==> config.mk <==
export PLATFORM = sky130hd
export DESIGN_NAME = triple_ff_line_deframer
export DESIGN_NICKNAME = d
export VERILOG_FILES = /design/src/design/tfd_pkg.sv /design/src/design/tfd_line_mem.sv /design/src/design/tfd_framer.sv /design/src/design/tfd_reader.sv /design/src/design/triple_ff_line_deframer.sv
export SDC_FILE = /design/constraint.sdc
export NUM_CORES = 1
export LEC_CHECK = 0
export BUFFER_PORTS_ARGS = -buffer_cell sky130_fd_sc_hd__buf_2
export CAP_MARGIN = 40
export CELL_PAD_IN_SITES_DETAIL_PLACEMENT = 0
export CELL_PAD_IN_SITES_GLOBAL_PLACEMENT = 1
export CORE_UTILIZATION = 55
export DETAILED_ROUTE_END_ITERATION = 8
export GPL_TIMING_DRIVEN = 0
export PLACE_DENSITY = 0.81
export SETUP_SLACK_MARGIN = 0.15
export SLEW_MARGIN = 10
export SYNTH_ARGS = -nofsm -noshare
export SYNTH_HDL_FRONTEND = slang
export SYNTH_SLANG_ARGS = --single-unit
==> constraint.sdc <==
create_clock -name aclk -period 3.58 [get_ports aclk]
set_input_delay 0.716 -clock aclk [delete_from_list [all_inputs] [get_ports aclk]]
set_output_delay 0.716 -clock aclk [all_outputs]
set_load 0.02 [all_outputs]
==> src/design/tfd_pkg.sv <==
`default_nettype none
// ----------------------------------------------------------------------------
// tfd_pkg
// Shared type and byte codes for the triple-0xFF line deframer.
// ----------------------------------------------------------------------------
package tfd_pkg;

    localparam logic [7:0] BYTE_TERM      = 8'hFF;
    localparam logic [7:0] BYTE_LF        = 8'h0A;
    localparam logic [7:0] BYTE_CR        = 8'h0D;
    localparam logic [7:0] BYTE_PRINTABLE = 8'h20;
    localparam logic [7:0] BYTE_NUL       = 8'h00;
    localparam logic [1:0] TERM_RUN_LAST  = 2'd2;

    // Emission request from the framer to the readout sequencer
    typedef struct packed {
        logic start;
        logic empty;
    } emit_ctl_t;

endpackage : tfd_pkg
`default_nettype wire

==> src/design/tfd_line_mem.sv <==
`default_nettype none
// ----------------------------------------------------------------------------
// tfd_line_mem
// Line buffer: one write port, one read port, registered read data.
// ----------------------------------------------------------------------------
module tfd_line_mem #(
    parameter int DEPTH = 64,
    parameter int AW    = 6
) (
    input  wire logic          aclk,
    input  wire logic          wr_en,
    input  wire logic [AW-1:0] wr_addr,
    input  wire logic [7:0]    wr_data,
    input  wire logic          rd_en,
    input  wire logic [AW-1:0] rd_addr,
    output logic [7:0]         rd_data
);

    logic [7:0] mem [DEPTH];
    logic [7:0] rd_data_reg;

    always_ff @(posedge aclk) begin
        if (wr_en) begin
            mem[wr_addr] <= wr_data;
        end
        if (rd_en) begin
            rd_data_reg <= mem[rd_addr];
        end
    end

    assign rd_data = rd_data_reg;

endmodule : tfd_line_mem
`default_nettype wire

==> src/design/tfd_framer.sv <==
`default_nettype none
// ----------------------------------------------------------------------------
// tfd_framer
// Classifies each received byte, tracks the line state and terminator run,
// writes bytes into the line buffer and requests emission of finished lines.
// ----------------------------------------------------------------------------
module tfd_framer
    import tfd_pkg::*;
#(
    parameter int DEPTH = 64,
    parameter int AW    = 6
) (
    input  wire logic          aclk,
    input  wire logic          aresetn,
    input  wire logic          byte_valid,
    input  wire logic [7:0]    byte_data,
    output logic               wr_en,
    output logic [AW-1:0]      wr_addr,
    output logic [7:0]         wr_data,
    output emit_ctl_t          emit_ctl,
    output logic [AW-1:0]      emit_count
);

    localparam logic [AW-1:0] LEN_MAX = AW'(DEPTH - 1);

    logic [AW-1:0] len_reg, len_next;
    logic [1:0]    run_reg, run_next;
    logic          disc_reg, disc_next;
    logic          prn_reg, prn_next;
    logic          fz_seen_reg, fz_seen_next;
    logic [AW-1:0] fz_pos_reg, fz_pos_next;
    logic          emit;
    logic [AW-1:0] count;

    // Emission stops before the first zero byte of the line
    assign count = fz_seen_reg ? fz_pos_reg : len_reg;

    always_comb begin
        len_next     = len_reg;
        run_next     = run_reg;
        disc_next    = disc_reg;
        prn_next     = prn_reg;
        fz_seen_next = fz_seen_reg;
        fz_pos_next  = fz_pos_reg;
        emit         = 1'b0;
        wr_en        = 1'b0;
        if (byte_valid) begin
            if (byte_data == BYTE_TERM) begin
                if (run_reg == TERM_RUN_LAST) begin
                    run_next = '0;
                    if (disc_reg || len_reg != '0) begin
                        emit         = !disc_reg && prn_reg;
                        disc_next    = 1'b0;
                        len_next     = '0;
                        prn_next     = 1'b0;
                        fz_seen_next = 1'b0;
                    end
                end else begin
                    run_next = run_reg + 2'd1;
                end
            end else begin
                run_next = '0;
                if (!disc_reg) begin
                    if (byte_data == BYTE_LF) begin
                        emit         = 1'b1;
                        len_next     = '0;
                        prn_next     = 1'b0;
                        fz_seen_next = 1'b0;
                    end else if (byte_data != BYTE_CR) begin
                        if (len_reg != LEN_MAX) begin
                            wr_en    = 1'b1;
                            len_next = len_reg + AW'(1);
                            if (byte_data >= BYTE_PRINTABLE) begin
                                prn_next = 1'b1;
                            end
                            if (byte_data == BYTE_NUL && !fz_seen_reg) begin
                                fz_seen_next = 1'b1;
                                fz_pos_next  = len_reg;
                            end
                        end else begin
                            // overflow: drop the line, skip to the next triple-0xFF terminator
                            len_next     = '0;
                            prn_next     = 1'b0;
                            fz_seen_next = 1'b0;
                            disc_next    = 1'b1;
                        end
                    end
                end
            end
        end
    end

    assign wr_addr        = len_reg;
    assign wr_data        = byte_data;
    assign emit_ctl.start = emit;
    assign emit_ctl.empty = (count == '0);
    assign emit_count     = count;

    always_ff @(posedge aclk) begin
        if (!aresetn) begin
            len_reg     <= '0;
            run_reg     <= '0;
            disc_reg    <= 1'b0;
            prn_reg     <= 1'b0;
            fz_seen_reg <= 1'b0;
        end else begin
            len_reg     <= len_next;
            run_reg     <= run_next;
            disc_reg    <= disc_next;
            prn_reg     <= prn_next;
            fz_seen_reg <= fz_seen_next;
        end
        fz_pos_reg <= fz_pos_next;
    end

endmodule : tfd_framer
`default_nettype wire

==> src/design/tfd_reader.sv <==
`default_nettype none
// ----------------------------------------------------------------------------
// tfd_reader
// Reads a finished line out of the buffer one byte at a time into the
// output register; an empty line gives a single flagged transaction.
// ----------------------------------------------------------------------------
module tfd_reader
    import tfd_pkg::*;
#(
    parameter int AW = 6
) (
    input  wire logic          aclk,
    input  wire logic          aresetn,
    input  wire emit_ctl_t     emit_ctl,
    input  wire logic [AW-1:0] emit_count,
    output logic               busy,
    output logic               rd_en,
    output logic [AW-1:0]      rd_addr,
    input  wire logic [7:0]    rd_data,
    output logic               m_valid,
    input  wire logic          m_ready,
    output logic [7:0]         m_line_char,
    output logic               m_line_last,
    output logic               m_line_empty
);

    typedef enum logic [1:0] {
        ST_IDLE,
        ST_READ,
        ST_LOAD,
        ST_EMPTY
    } state_t;

    state_t        state_reg;
    logic [AW-1:0] idx_reg;
    logic [AW-1:0] cnt_reg;
    logic          valid_reg;
    logic [7:0]    char_reg;
    logic          last_reg;
    logic          empty_reg;
    logic          out_free;
    logic          is_last;
    logic          load_out;

    assign out_free = !valid_reg || m_ready;
    assign is_last  = (idx_reg + AW'(1)) == cnt_reg;
    assign load_out = out_free && (state_reg == ST_LOAD || state_reg == ST_EMPTY);

    always_ff @(posedge aclk) begin
        if (!aresetn) begin
            state_reg <= ST_IDLE;
            valid_reg <= 1'b0;
        end else begin
            if (load_out) begin
                valid_reg <= 1'b1;
            end else if (m_ready) begin
                valid_reg <= 1'b0;
            end
            unique case (state_reg)
                ST_IDLE: begin
                    if (emit_ctl.start) begin
                        idx_reg   <= '0;
                        cnt_reg   <= emit_count;
                        state_reg <= emit_ctl.empty ? ST_EMPTY : ST_READ;
                    end
                end
                ST_READ: begin
                    state_reg <= ST_LOAD;
                end
                ST_LOAD: begin
                    if (out_free) begin
                        char_reg  <= rd_data;
                        last_reg  <= is_last;
                        empty_reg <= 1'b0;
                        idx_reg   <= idx_reg + AW'(1);
                        state_reg <= is_last ? ST_IDLE : ST_READ;
                    end
                end
                ST_EMPTY: begin
                    if (out_free) begin
                        char_reg  <= '0;
                        last_reg  <= 1'b1;
                        empty_reg <= 1'b1;
                        state_reg <= ST_IDLE;
                    end
                end
                default: state_reg <= ST_IDLE;
            endcase
        end
    end

    assign busy         = (state_reg != ST_IDLE);
    assign rd_en        = (state_reg == ST_READ);
    assign rd_addr      = idx_reg;
    assign m_valid      = valid_reg;
    assign m_line_char  = char_reg;
    assign m_line_last  = last_reg;
    assign m_line_empty = empty_reg;

endmodule : tfd_reader
`default_nettype wire

==> src/design/triple_ff_line_deframer.sv <==
`default_nettype none
// ----------------------------------------------------------------------------
// triple_ff_line_deframer
// Serial line deframer: lines end in newline or three 0xFF bytes.
// ----------------------------------------------------------------------------
// Takes one received byte per transaction and builds the current line in a
// single-port-read line buffer. Bytes that emit nothing are taken back to
// back while no line is being read out. When a line is emitted, input is
// held off while it is read out: each byte is read from the buffer, then
// loaded into the output register, and an empty line loads one flagged
// transaction; a stall on the result side holds the load. The output
// register keeps the last byte of a line while the next bytes are taken.
// ----------------------------------------------------------------------------
module triple_ff_line_deframer
    import tfd_pkg::*;
#(
    parameter int LINE_BUF_SIZE = 64
) (
    input  wire logic       aclk,
    input  wire logic       aresetn,
    input  wire logic       s_valid,
    output logic            s_ready,
    input  wire logic [7:0] s_rx_data,
    output logic            m_valid,
    input  wire logic       m_ready,
    output logic [7:0]      m_line_char,
    output logic            m_line_last,
    output logic            m_line_empty
);

    localparam int AW = (LINE_BUF_SIZE > 2) ? $clog2(LINE_BUF_SIZE) : 1;

    logic          busy;
    logic          accept;
    logic          wr_en;
    logic [AW-1:0] wr_addr;
    logic [7:0]    wr_data;
    logic          rd_en;
    logic [AW-1:0] rd_addr;
    logic [7:0]    rd_data;
    emit_ctl_t     emit_ctl;
    logic [AW-1:0] emit_count;

    assign s_ready = !busy;
    assign accept  = s_valid && s_ready;

    tfd_framer #(
        .DEPTH (LINE_BUF_SIZE),
        .AW    (AW)
    ) u_framer (
        .aclk       (aclk),
        .aresetn    (aresetn),
        .byte_valid (accept),
        .byte_data  (s_rx_data),
        .wr_en      (wr_en),
        .wr_addr    (wr_addr),
        .wr_data    (wr_data),
        .emit_ctl   (emit_ctl),
        .emit_count (emit_count)
    );

    tfd_line_mem #(
        .DEPTH (LINE_BUF_SIZE),
        .AW    (AW)
    ) u_mem (
        .aclk    (aclk),
        .wr_en   (wr_en),
        .wr_addr (wr_addr),
        .wr_data (wr_data),
        .rd_en   (rd_en),
        .rd_addr (rd_addr),
        .rd_data (rd_data)
    );

    tfd_reader #(
        .AW (AW)
    ) u_reader (
        .aclk         (aclk),
        .aresetn      (aresetn),
        .emit_ctl     (emit_ctl),
        .emit_count   (emit_count),
        .busy         (busy),
        .rd_en        (rd_en),
        .rd_addr      (rd_addr),
        .rd_data      (rd_data),
        .m_valid      (m_valid),
        .m_ready      (m_ready),
        .m_line_char  (m_line_char),
        .m_line_last  (m_line_last),
        .m_line_empty (m_line_empty)
    );

    // buffer is never written while a line is being read out
    a_no_write_in_readout: assert property (@(posedge aclk) disable iff (!aresetn)
        wr_en |-> !busy)
        else $error("line buffer written during readout");

    a_no_read_when_idle: assert property (@(posedge aclk) disable iff (!aresetn)
        rd_en |-> busy)
        else $error("buffer read outside readout");

    a_emit_starts_readout: assert property (@(posedge aclk) disable iff (!aresetn)
        emit_ctl.start |=> busy)
        else $error("emission request did not start readout");

    a_empty_is_last: assert property (@(posedge aclk) disable iff (!aresetn)
        (m_valid && m_line_empty) |-> (m_line_last && m_line_char == 8'h00))
        else $error("empty line transaction malformed");

endmodule : triple_ff_line_deframer
`default_nettype wire

; Word level (Yosys, flattened, before mapping)
; Memories as Yosys holds them, arrays and structs flattened. A register that Yosys moved wholly into a read port is not among the register bits.
; Index checks and enable logic that the tools add are counted.
[totals]
register_bits = 42
ram_bits = 512
input_bits = 12
output_inout_bits = 12
word_cells = 129
mem_count = 1
[memory_table]
columns = name, depth, width, read_ports, rd_ports_with_merged_regs, write_ports, line
row1 = u_mem.mem, 64, 8, 1, 1, 1, tfd_line_mem.sv:19  ; logic [7:0] mem [DEPTH];
[classes]
add_sub_neg = 3
n_lt_le_gt_ge = 1
eq_ne = 17
n_mux = 62
bitwise = 3
reduce_logical = 29
[ops]
columns = op, count
row1 = 6-bit two-way mux, 10
row2 = 1-bit two-way mux, 39
row3 = 8-bit two-way mux, 2
row4 = 8-bit case mux with 2 select lines, 1
row5 = 6-bit by 1-bit adder with 6-bit output (second input constant), 2
row6 = 2-bit two-way mux, 6
row7 = 6-bit case mux with 2 select lines, 1
row8 = 6-bit AND reduction, 2
row9 = 3-bit AND reduction, 3
row10 = 8-bit by 4-bit equality test with 1-bit output (second input constant), 1
row11 = 8-bit equality test (second input constant), 1
row12 = 8-bit by 6-bit greater-or-equal comparator with 1-bit output (second input constant), 1
row13 = 8-bit logical NOT, 1
row14 = 2-bit != test (second input constant), 4
row15 = 4-bit by 2-bit != test with 1-bit output (second input constant), 2
row16 = 8-bit by 4-bit != test with 1-bit output (second input constant), 1
row17 = 2-bit case mux with 4 select lines, 1
row18 = 4-bit AND reduction, 2
row19 = 2-bit nonzero test, 4
row20 = 7-bit AND reduction, 1
row21 = 2-bit equality test (second input constant), 3
row22 = 6-bit equality test, 1
row23 = 6-bit logical NOT, 1
row24 = 6-bit != test (second input constant), 1
row25 = other kinds (12), 24

; Longest topological paths before layout
[depth]
word_depth = 9
mapped_depth = 9
ltp_nobuf = 6

; Hierarchy
; From an unflattened synthesis, not the netlist that was laid out.
[unflattened]
cells_unflattened = 1147
area_unflattened_um2 = 22391.5
[modules_own_cells]
columns = module, instances, cells_per_inst, area_each_um2, seq_area_each_um2
row1 = tfd_line_mem, 1, 940, 20240.7, 15615.0
row2 = tfd_reader, 1, 87, 1116.1, 720.7
row3 = tfd_framer, 1, 118, 1024.7, 400.4
row4 = triple_ff_line_deframer, 1, 2, 10.0, 0.0

; Worst setup path before layout
; OpenSTA, ideal clock, no wires.
[synth_timing]
kind = input -> register
from = input port s_valid
to = memory u_mem.mem[48][0], enable pin
setup_ps = 370
arrival_ps = 2511
t_required_ps = 3210
path_slack_ps = 698
cell_stages = 5
path_buffers = 0
cell_sequence = nor3b_1 > or2b_1 > a2111oi_4 > nand4_1 > nor2_1
[synth_via]
elab_chain_cells = 4
[synth_lines]
columns = item, line
row1 = from (decl), triple_ff_line_deframer.sv:21  ; input wire logic s_valid,
row2 = 1-bit logical AND, triple_ff_line_deframer.sv:45  ; assign accept = s_valid && s_ready;
row3 = 1-bit two-way mux, tfd_framer.sv:47  ; if (byte_valid) begin
row4 = 1-bit two-way mux, tfd_line_mem.sv:23  ; if (wr_en) begin
row5 = 1-bit two-way mux (implied by the code), tfd_line_mem.sv:24  ; mem[wr_addr] <= wr_data;
row6 = to (decl), tfd_line_mem.sv:19
; No other way between the ends.

; Final worst setup path
[layout_timing]
from = input port s_rx_data[5]
to = memory u_mem.mem[30][4], enable pin
[layout_via]
elab_chain_cells = 8
elab_cells_between_ends = 10
cone_classes = 3 x eq/ne / 7 x mux
[layout_lines]
columns = item, line
row1 = from (decl), triple_ff_line_deframer.sv:23  ; input wire logic [7:0] s_rx_data,
row2 = 8-bit by 4-bit != test with 1-bit output, tfd_framer.sv:69  ; end else if (byte_data != BYTE_CR) begin
row3 = 1-bit two-way mux, tfd_framer.sv:69
row4 = 1-bit two-way mux, tfd_framer.sv:64  ; if (byte_data == BYTE_LF) begin
row5 = 1-bit two-way mux, tfd_framer.sv:63  ; if (!disc_reg) begin
row6 = 1-bit two-way mux (*), tfd_framer.sv:48  ; if (byte_data == BYTE_TERM) begin
row7 = 1-bit two-way mux (*), tfd_framer.sv:47
row8 = 1-bit two-way mux (*), tfd_line_mem.sv:23
row9 = 1-bit two-way mux (implied by the code) (*), tfd_line_mem.sv:24
; Every way passes the cells marked *; elsewhere a longest branch is shown, timed or not.

==> results.md <==
* Status: completed
* Most frequent cells in the layout: 548 x edfxtp_1, 123 x mux4_2, 57 x clkbuf_16, 49 x nor2_2, 45 x clkbuf_1
* Met3 usage in global routing at 5.39%
* Total CTS buffers at 55
* First-pass GRT wire length at 78,600 um
* Pint at 0.0105 W
* Area grow syn2layout at 13.9%
* Crit share post-route at 94.4%
* Req. time, crit path at 3.80 ns
* Total negative slack at 0 ns
* Vias in the first global route at 11,600
* Finish-stage setup viols at 0
* Syn avg cell area at 19.5 um^2
* WS Path Type: input pin to flip-flop
* WP data arrival at 3.60 ns
* Static Leak at 7.98 nW
* DPL Wire Length at 36,000 um
* Fillers at 2,761
* Routing usage on met2 at 42.6%
* Multi-input logic area at 0.00537 mm^2
* Top Usage Layer GRT: met2
* Total GRT Usage at 27.0%
* DRC Markers at 0
* Max-slew violations at 0
* Sw frac at 19.6%
* DR iter-0 viols at 1,570
* Worst r2r src: u_framer.wr_addr[3]
* Worst skew pair latency at 0.60 ns
* Mapped Area at 0.0222 mm^2
* Post-synth ARST share at 0%
* Initial Util at 55.8%
* Synth top area cells: edfxtp_1 74%, mux4_2 12%, mux2i_1 1.7%, nor2_1 1.5%, dfxtp_1 1.3%
* Worst Hold Class: flip-flop to flip-flop
* Placed Cells at 1,711
* Post-Layout Cell Count at 1,824
* Commonest non-fill, non-tap cell in the layout: edfxtp_1
* Die outline width at 203 um
* Core footprint at 0.0398 mm^2
* Worst Setup Start Kind: input pin
* Via/cell ratio at 6.48
* Yosys top cell area share at 74.0%
* Post-synth EDFFs at 548
* Crit. Startpoint: s_rx_data[5]
* Syn_nets at 1,153
* Root Buffer: clkbuf_16
* Flip-flop and latch count after synthesis at 562
* Die H at 203 um
* CP Capture Type: flip-flop
* Worst hold path stage count at 0
* Yosys warns at 0
* Largest register FFs at 512
* Pwr Density at 514 mW/mm^2
* Min cycle time layout at 3.38 ns
* Pre-antenna DRT Iters at 5
* Hold Vio Cnt, Final at 0
* Routability cong. at 1.02
* Final setup margin at 0.202 ns
* Clock tree buffer depth at 3
* Vias post-DR at 11,800
* Clock Skew at 0.0200 ns
* CTS Sinks at 562
* ANT cells at 0
* Clk network pwr share at 42.2%
* Reg area at 0.0167 mm^2
* Final core utilization at 63.6%
* Max FO, Critical Path at 43
* Clock H-tree levels at 2
* Port Buffer Count at 23
* Synth area leader: edfxtp_1
* Io pins at 24
* Fmax at 296 MHz
* Grt total ovfl at 0
* Sequential area share after synthesis at 75.3%
* Worst-Margin Slew at 0.918 ns
* Max VDD drop at 407 uV
* Reg power frac at 55.7%
* CTS tree: built
* Synth Flop Type: edfxtp_1
* Total Nets Final at 1,273
* Reg clk slew, reported paths at 0.06 ns
* Hold Crit Start: u_framer.wr_addr[2]
* Pre-CTS setup slack at -1.07 ns
* Met1 usage at 38.5%
* RSZ-0062 raised after global routing: true
* Max_cap viols at 0
* Antenna viol nets, final at 0
* Distinct cells, synth at 62
* Largest net degree at the start of global routing at 50
* R2r worst-path depth at 6
* P_sw at 0.00254 W
* Die ar. at 0.0412 mm^2
* Cells after synthesis at 1,138
* Std cell rows at 73
* Slew Limit Headroom at 38.7%
* Layout cells sized above 1 at 27.3%
* Total power at 0.0130 W
* Combinational Power Share at 2.1%
* Final wirelength at 54,000 um
* Antenna violations before repair at 0
* Routed len/inst at 29.6 um
==> final timing paths <==
kind	end	slack [ns]
max reg2reg	u_mem.mem[30][4]	0.31
min reg2reg	u_framer.fz_pos_reg[2]	0.43
min	u_framer.fz_pos_reg[2]	0.43
max	u_mem.mem[30][4]	0.20
==> Yosys cell counts (4+ instances only) <==
| cell type | n |
|---|---|
| buf_1 | 11 |
| dfxtp_1 | 14 |
| clkbuf_1 | 30 |
| nor3_1 | 8 |
| a211oi_1 | 6 |
| nand3b_1 | 5 |
| nor2b_1 | 9 |
| o221ai_1 | 8 |
| buf_2 | 17 |
| xor2_1 | 4 |
| and2_1 | 12 |
| a22oi_1 | 12 |
| mux2i_1 | 38 |
| nor2_1 | 91 |
| or4_1 | 5 |
| mux2_2 | 9 |
| nand2_1 | 33 |
| nand2b_1 | 9 |
| nand4_1 | 14 |
| o2111ai_1 | 6 |
| nand3_1 | 19 |
| a21oi_1 | 21 |
| mux4_2 | 123 |
| edfxtp_1 | 548 |
| o31ai_1 | 5 |
| o21ai_0 | 10 |
| inv_1 | 8 |
==> area by class of cell <==
cell class / instances / share of cell area, %
Tap cell: 525 / 2.59
Clock inverter: 24 / 0.751
Buffer: 61 / 1.03
Timing Repair Buffer: 63 / 2.23
Clock buffer: 74 / 5.96
Inverter: 8 / 0.119
Sequential cell: 562 / 66.1
Multi-Input combinational cell: 507 / 21.2
==> power by group through the flow <==
stage          sequential, W  combinational, W  clock (W)
3_3_place_gp         0.00738          0.000220          0
2_1_floorplan        0.00738         0.0000795          0
4_1_cts              0.00724          0.000263    0.00555
3_5_place_dp         0.00738          0.000253          0
5_1_grt              0.00724          0.000284    0.00578
6_report             0.00724          0.000269    0.00549
==> per-stage QoR <==
step                      area, um^2  hold WS [ns]
after detailed placement       23300         0.414
after global placement         23000         0.413
final                          25300         0.429
after CTS                      25200         0.421
after floorplan                22200         0.406
after global routing           25300         0.450
==> critical path, stage by stage <==
cell and delay (ns):
buf_2 0.44, buf_12 0.29, or4_1 0.22, mux2i_1 0.15, a2111oi_4 0.67, nand4_1 0.17, buf_4 0.24, nor2_1 0.64
==> per-layer routing <==
metal | wire length, um | share of wire, %
met5 | 0 | 0
met1 | 21600 | 40
met4 | 1300 | 2.4
met2 | 26000 | 48
met3 | 5130 | 9.5
==> kinds of logic after synthesis <==
logic type,count (synthesis),synth area share [%]
multiplexers,170,14.6
adder cells (fa/ha/maj),3,0.169
AO/OA/AOI/OAI,97,3.15
AND/OR/NAND/NOR,229,5.12
buffers and inverters,69,1.31
XOR/XNOR,8,0.377
flip-flops,562,75.3
==> repair_timing <==
action	in CTS	in global routing
pin swaps	6	0
buffers inserted	15	0
hold buffers	0	0
resized for setup	18	40
endpoints found under the setup margin	485	345
(Power assumes the default switching activity.)
